## src/rtl/cia_pkg.sv

```systemverilog
`default_nettype none
package cia_pkg;

    localparam int Width   = 64;
    localparam int OpWidth = 5;
    // one quotient bit per stage; the sign fix-up stage is not counted here
    localparam int DivStages = Width;

    typedef enum logic [OpWidth-1:0] {
        OP_ADD  = 5'd0,
        OP_SUB  = 5'd1,
        OP_MUL  = 5'd2,
        OP_SDIV = 5'd3,
        OP_SREM = 5'd4,
        OP_UDIV = 5'd5,
        OP_UREM = 5'd6,
        OP_AND  = 5'd7,
        OP_OR   = 5'd8,
        OP_XOR  = 5'd9,
        OP_SHL  = 5'd10,
        OP_LSHR = 5'd11,
        OP_ASHR = 5'd12,
        OP_EQ   = 5'd13,
        OP_NE   = 5'd14,
        OP_SLT  = 5'd15,
        OP_SLE  = 5'd16,
        OP_SGT  = 5'd17,
        OP_SGE  = 5'd18,
        OP_ULT  = 5'd19,
        OP_ULE  = 5'd20,
        OP_UGT  = 5'd21,
        OP_UGE  = 5'd22
    } op_t;

    typedef struct packed {
        logic [OpWidth-1:0]      req_type;
        logic signed [Width-1:0] left_operand;
        logic signed [Width-1:0] right_operand;
    } req_t;

    typedef struct packed {
        logic signed [Width-1:0] result_value;
        logic                    trapped;
        logic                    is_boolean;
    } rsp_t;

    // word carried down the chain of cells
    typedef struct packed {
        logic             valid;
        logic             is_div;    // result comes from the divider
        logic             want_rem;
        logic             neg_q;
        logic             neg_r;
        logic [Width-1:0] rem;       // partial remainder
        logic [Width-1:0] quo;       // dividend shifting out, quotient shifting in
        logic [Width-1:0] dvs;       // divisor magnitude
        rsp_t             rsp;       // finished result for non-divide ops
    } cell_word_t;

endpackage
`default_nettype wire

```

## src/rtl/cia_div_cell.sv

```systemverilog
`default_nettype none
module cia_div_cell (
    input  wire logic               clk,
    input  wire logic               rst_n,
    input  wire logic               advance,
    input  wire cia_pkg::cell_word_t word_in,
    output cia_pkg::cell_word_t     word_out
);
    import cia_pkg::*;

    logic       valid_reg;
    cell_word_t word_reg;
    cell_word_t word_next;
    logic [Width:0] trial;
    logic [Width:0] shifted;

    always_comb
    begin
        word_next = word_in;
        shifted   = {word_in.rem, word_in.quo[Width-1]};
        trial     = shifted - {1'b0, word_in.dvs};
        if (word_in.is_div)
        begin
            if (!trial[Width])
            begin
                word_next.rem = trial[Width-1:0];
                word_next.quo = {word_in.quo[Width-2:0], 1'b1};
            end
            else
            begin
                word_next.rem = shifted[Width-1:0];
                word_next.quo = {word_in.quo[Width-2:0], 1'b0};
            end
        end
    end

    always_ff @(posedge clk or negedge rst_n)
    begin
        if (!rst_n)
            valid_reg <= 1'b0;
        else if (advance)
            valid_reg <= word_next.valid;
    end

    always_ff @(posedge clk)
    begin
        if (advance)
            word_reg <= word_next;
    end

    always_comb
    begin
        word_out       = word_reg;
        word_out.valid = valid_reg;
    end

endmodule
`default_nettype wire

```

## config.mk

```make
export PLATFORM = sky130hd
export DESIGN_NAME = cia_div_cell
export DESIGN_NICKNAME = d
export VERILOG_FILES = /design/src/rtl/cia_pkg.sv /design/src/rtl/cia_div_cell.sv
export SDC_FILE = /design/constraint.sdc
export NUM_CORES = 1
export LEC_CHECK = 0
export BUFFER_PORTS_ARGS = -buffer_cell sky130_fd_sc_hd__buf_2
export CAP_MARGIN = 10
export CORE_AREA = 10 10 196 198
export DETAILED_ROUTE_END_ITERATION = 6
export DIE_AREA = 0 0 206 208
export PLACE_DENSITY = 0.68
export SETUP_SLACK_MARGIN = 0.02
export SYNTH_ARGS = -nofsm -noshare
export SYNTH_HDL_FRONTEND = slang
export SYNTH_SLANG_ARGS = --single-unit
```

## constraint.sdc

```tcl
create_clock -name clk -period 1.6 [get_ports clk]
set_clock_uncertainty 0.05 [all_clocks]
set_input_delay 0 -clock clk [delete_from_list [all_inputs] [get_ports clk]]
set_output_delay 0 -clock clk [all_outputs]
set_load 0.03 [all_outputs]
```

==> results.yml, run 1 <==
run_status:
  outcome: "finished, violations left"
  violations: "setup timing"
logic_synthesis:
  synth.most_common_cell: "edfxtp_1"
  synth_top_area_share_pct: 56.6
  synth_adder_area_share_pct: 5.90
  synth_xor_area_share_pct: 3.65
  yosys_register_bits: 263
  synth.top_cells.by_count: "262 x edfxtp_1, 161 x a21oi_1, 125 x nor2_1"
  yosysUniqueCellTypes: 69
  avgSynthCellArea_um2: 11.7
  muxShareOfSynthArea_pct: 6.42
  synth-compound-area-share_pct: 14.1
  netlist_area_um2: 13900
  synthTopCellsByArea: "edfxtp_1 57%, a21oi_1 5.8%, ha_1 5.8%, mux2_2 5.3%, nor2_1 3.4%"
  syn_nets: 1523
  synthFlopType: "edfxtp_1"
  synthArstFlopShare_pct: 0.380
  synth-simple-area-share_pct: 9.09
  yosysWarningCount: 0
  synth-edff-count: 262
  synth_cells: 1192
  ys_seq_area_share_pct: 56.7
  synth_top_family_by_area: "compound AO/OA/AOI/OAI gates"
  yosysTopAreaCell: "edfxtp_1"
worst_setup_path:
  r2r-end: "valid_reg"
  crit_arrival_ns: 2.83
  critPathLaunchType: "input pin"
  r2r_cells: 1
  criticalPathCategory: "in2reg"
  end_kind: "flip-flop"
  worstReg2RegStart: "valid_reg"
  crit_fanout: 4
  ff2ff_setup_slack_ns: 0.81
  worstPathRequired_ns: 1.88
placed_design:
  dp_hpwl_um: 43200
  place.port_buffers: 528
  gp_congestion: 0.930
  dpl-instance-area_um2: 19500
sta:
  period_needed_ns: 2.56
  post-route-period-util_pct: 160
  layout_setup_ws_ns: -0.956
  worstMarginPinSlew_ns: 0.565
  fin_setup_tns_ns: -57.12
  max_freq_ghz: 0.391
  grt_setup_unrepaired: "yes"
  finalHoldViolCount: 0
  hold_slack_ns: 0.0837
  slew_violations: 0
  final-setup-viol-count: 65
  slew_headroom_pct: 62.3
finish:
  drive_gt1_share_pct: 52.7
  layout.nets: 2677
  area_delta_synth_final_pct: 85.5
  largest_register_ff_count: 262
  postLayoutCellArea_um2: 25800
floorplan:
  start_util_pct: 40.5
  die_h_um: 208
  rows: 68
  io_pins: 529
  core_area_um2: 34400
  dieArea_um2: 42800
  die_w_um: 206
grt:
  track_usage_pct: 28.5
  grt_overflow_total: 0
  grt_pass1_vias: 15500
  grt_pass1_wl_um: 95400
  antenna_found_initial: 13
  grt_max_degree: 64
clocking:
  cts_max_level: 1
  clk_path_buf_depth: 3
  clkTransAtPathRegs_ns: 0.07
  clk_latency_ns: 0.57
  cts_root_buf: "clkbuf_16"
  cts_tree: "done"
  cts_buffers: 30
  clock_sinks: 263
power_and_ir_drop:
  p_leak_nw: 11.2
  p_per_area_nw_per_um2: 930
  vdd_ir_drop_max_mv: 0.908
route:
  firstDrtPassIters: 5
  vias: 15200
  wl_per_cell_um: 24.2
  drtAntennaViolNets: 0
  routed_wl_um: 68500
  drtIter0Drc: 1271
  drc: 0
  viasPerCell: 5.37
min_path:
  worstHoldStart: "word_in[240]"
  hold_depth: 5
  whs_endpoint: "word_out[241]"
  hold_class: "in2reg"
job:
  cap_violations: 0
[cells in the final DEF, fill, tap and decap left out, drive strengths merged, types with 8 or more instances in the layout]
master	n
nor2	125
buf	874
xor2	23
ha	64
diode	10
a21o	38
clkinv	10
inv	78
xnor2	35
o21ai	48
nand4	17
nor2b	8
o21a	9
mux2i	15
o21bai	10
and3	12
nand3	19
a31oi	16
edfxtp	262
clkbuf	45
a21oi	163
nand2	54
mux2	66
dlygate4sd3	295
nor3	9
[report_power, final]
part | total (mW) | internal (mW) | switching, mW
registers | 8.55 | 8.34 | 0.212
clock network | 6.76 | 3.72 | 3.03
logic | 8.71 | 3.86 | 4.85
total | 24.0 | 15.9 | 8.10
[logic make-up after synthesis]
family	after synthesis
AOI/OAI and AO/OA	321
xor gates and xnor gates	58
adders and majority gates	65
buffers and inverters	130
DFF	263
muxes	81
and+or+nand+nor	274
[metrics by stage]
stage               setup slack (ns)  std cells  util, %  total power, mW
floorplan                      -1.26       1192        -             12.2
global placement               -1.79       2422     56.8             14.8
detailed placement             -1.84       2422     56.8             14.9
CTS                           -0.887       2804     72.1             23.1
global route                   -1.09       2832     75.1             24.8
finish                        -0.956       2835     75.1             24.0
[what timing repair did]
item                       4_1_cts  5_1_grt
hold buffers                   297        0
setup endpoints to repair       65      112
hold endpoints to repair       380        0
buffers inserted                20       16
pin swaps                       79       94
cloned                           9        8
resized for setup              186      163
[routing by layer]
metal | track usage [%] | vias to the layer above | routed length, µm
li1 | - | 6761 | -
met1 | 31.2 | 7368 | 23900
met2 | 50.2 | 874 | 34800
met3 | 6.74 | 225 | 5690
met4 | 14.1 | 10 | 4080
met5 | 0 | - | 86
[critical path: stages]
cell	delay (ns)
buf_8	0.08
inv_4	0.03
ha_4	0.28
nand2_2	0.06
o21a_1	0.20
or3_4	0.42
a311oi_4	0.34
o21a_2	0.23
o31ai_4	0.08
buf_4	0.16
a2111oi_4	0.32
buf_4	0.20
o21ai_2	0.07
xnor2_1	0.14
mux2i_1	0.14
a21oi_1	0.08
[final cells by class]
type,count,area [µm²]
multi-input cells,799,7060
inverters,75,309
clock inverters,18,131
fillers,2075,8570
clock buffers,38,832
well taps,455,569
flip-flops and latches,263,7890
diodes,10,25.0
repair buffers,1177,8990
[worst max-delay path by stage]
stage,slack [ns],endpoint,start,cells past startpoint
2_1_floorplan,-1.26,word_out[249],word_in[193],15
3_3_place_gp,-1.79,word_out[207],word_in[193],16
3_5_place_dp,-1.84,word_out[207],word_in[193],16
4_1_cts,-0.89,word_out[243],word_in[221],14
5_1_grt,-1.09,word_out[257],word_in[67],16
6_report,-0.96,word_out[257],word_in[86],16
No activity file was read; power rests on OpenSTA's default activity.
==> run 2: changes to the inputs <==
==> config.mk (replaced) <==
export PLATFORM = sky130hd
export DESIGN_NAME = cia_div_cell
export DESIGN_NICKNAME = d
export VERILOG_FILES = /design/src/rtl/cia_pkg.sv /design/src/rtl/cia_div_cell.sv
export SDC_FILE = /design/constraint.sdc
export NUM_CORES = 1
export LEC_CHECK = 0
export CAP_MARGIN = 10
export CORE_AREA = 10 10 196 198
export DETAILED_ROUTE_END_ITERATION = 6
export DIE_AREA = 0 0 206 208
export DONT_BUFFER_PORTS = 1
export PLACE_DENSITY = 0.55
export SYNTH_ARGS = -nofsm -noshare
export SYNTH_HDL_FRONTEND = slang
export SYNTH_SLANG_ARGS = --single-unit
==> results.yml, run 2 <==
run_status:
  outcome: "aborted with a tool error"
  haltStage: "clock tree synthesis (4_1_cts)"
  error_line: "[ERROR RSZ-0060] Max buffer count reached."
logic_synthesis:
  syn_nets: 1523
  yosysUniqueCellTypes: 69
  synth.most_common_cell: "edfxtp_1"
  synth.top_cells.by_count: "262 x edfxtp_1, 161 x a21oi_1, 125 x nor2_1"
  synthTopCellsByArea: "edfxtp_1 57%, a21oi_1 5.8%, ha_1 5.8%, mux2_2 5.3%, nor2_1 3.4%"
  yosysWarningCount: 0
  avgSynthCellArea_um2: 11.7
  netlist_area_um2: 13900
  yosys_register_bits: 263
  synth-edff-count: 262
  synth_cells: 1192
  synthArstFlopShare_pct: 0.380
  yosysTopAreaCell: "edfxtp_1"
  synth_top_area_share_pct: 56.6
  synthFlopType: "edfxtp_1"
  ys_seq_area_share_pct: 56.7
placed_design:
  place.port_buffers: 0
  gp_congestion: 0.865
  dp_hpwl_um: 38500
  dp_cells: 1820
clocking:
  clock_sinks: 263
  post_cts_buffers: 30
  cts_resized: 180
  cts_max_level: 1
  clk_path_buf_depth: 3
  cts_buffers: 30
  cts_root_buf: "clkbuf_16"
  postCtsHoldBufs: 382
floorplan:
  io_pins: 529
  die_h_um: 208
  die_w_um: 206
  rows: 68
  start_util_pct: 40.5
run 2: kinds of logic after synthesis:
group | after synthesis | synth area share, %
adder cells (fa/ha/maj) | 65 | 5.90
multiplexers | 81 | 6.42
flip-flops | 263 | 56.7
AO/OA/AOI/OAI | 321 | 14.1
buffers and inverters | 130 | 4.08
AND/OR/NAND/NOR | 274 | 9.09
XOR/XNOR | 58 | 3.65
run 2: through the flow:
| step | instance area, µm² | setup slack, ns | utilization (%) |
|---|---|---|---|
| 2_1_floorplan | 14300 | -1.26 | - |
| 3_3_place_gp | 16200 | -1.61 | 47.2 |
| 3_5_place_dp | 16200 | -1.66 | 47.2 |
==> run 3: changes to the inputs <==
--- a/config.mk
+++ b/config.mk
@@ -6,11 +6,11 @@
 export NUM_CORES = 1
 export LEC_CHECK = 0
 export CAP_MARGIN = 10
-export CORE_AREA = 10 10 196 198
+export CORE_MARGIN = 10
+export CORE_UTILIZATION = 37
 export DETAILED_ROUTE_END_ITERATION = 6
-export DIE_AREA = 0 0 206 208
 export DONT_BUFFER_PORTS = 1
-export PLACE_DENSITY = 0.55
+export PLACE_DENSITY_LB_ADDON = 0.15
 export SYNTH_ARGS = -nofsm -noshare
 export SYNTH_HDL_FRONTEND = slang
 export SYNTH_SLANG_ARGS = --single-unit
==> results.yml, run 3 <==
logic_synthesis:
  synth_xor_area_share_pct: 3.65
  synth.top_cells.by_count: "262 x edfxtp_1, 161 x a21oi_1, 125 x nor2_1"
  synth-simple-area-share_pct: 9.09
  synthArstFlopShare_pct: 0.380
  yosysWarningCount: 0
  ys_seq_area_share_pct: 56.7
  netlist_area_um2: 13900
  synth-edff-count: 262
  synth_cells: 1192
  syn_nets: 1523
  synth.most_common_cell: "edfxtp_1"
  synth-compound-area-share_pct: 14.1
  synth_top_area_share_pct: 56.6
  avgSynthCellArea_um2: 11.7
  yosys_register_bits: 263
  synth_adder_area_share_pct: 5.90
  synth_top_family_by_area: "compound AO/OA/AOI/OAI gates"
  synthFlopType: "edfxtp_1"
  muxShareOfSynthArea_pct: 6.42
  yosysUniqueCellTypes: 69
  synthTopCellsByArea: "edfxtp_1 57%, a21oi_1 5.8%, ha_1 5.8%, mux2_2 5.3%, nor2_1 3.4%"
  yosysTopAreaCell: "edfxtp_1"
floorplan:
  start_util_pct: 37.7
  die_h_um: 214
  die_w_um: 214
  io_pins: 529
  rows: 70
clocking:
  cts_max_level: 1
  cts_root_buf: "clkbuf_16"
  clk_path_buf_depth: 3
  post_cts_buffers: 20
  clock_sinks: 263
  postCtsHoldBufs: 391
  cts_resized: 155
  cts_buffers: 29
placed_design:
  gp_congestion: 0.854
  dp_hpwl_um: 38100
  place.port_buffers: 0
  dp_cells: 1877
run_status:
  haltStage: "clock tree synthesis (4_1_cts)"
  error_line: "[ERROR RSZ-0060] Max buffer count reached."
  outcome: "aborted with a tool error"
==> run 3: cell counts after synthesis <==
Identical to the previous run, type by type.
==> run 3: logic make-up after synthesis <==
| group | after synthesis |
|---|---|
| AOI/OAI and AO/OA | 321 |
| xor gates and xnor gates | 58 |
| adders and majority gates | 65 |
| buffers and inverters | 130 |
| DFF | 263 |
| muxes | 81 |
| and+or+nand+nor | 274 |
==> run 3: through the flow <==
step | worst slack (ns) | instance area [µm²] | util, %
after global placement | -1.68 | 16400 | 44.4
after detailed placement | -1.67 | 16400 | 44.4
after floorplan | -1.26 | 14300 | -
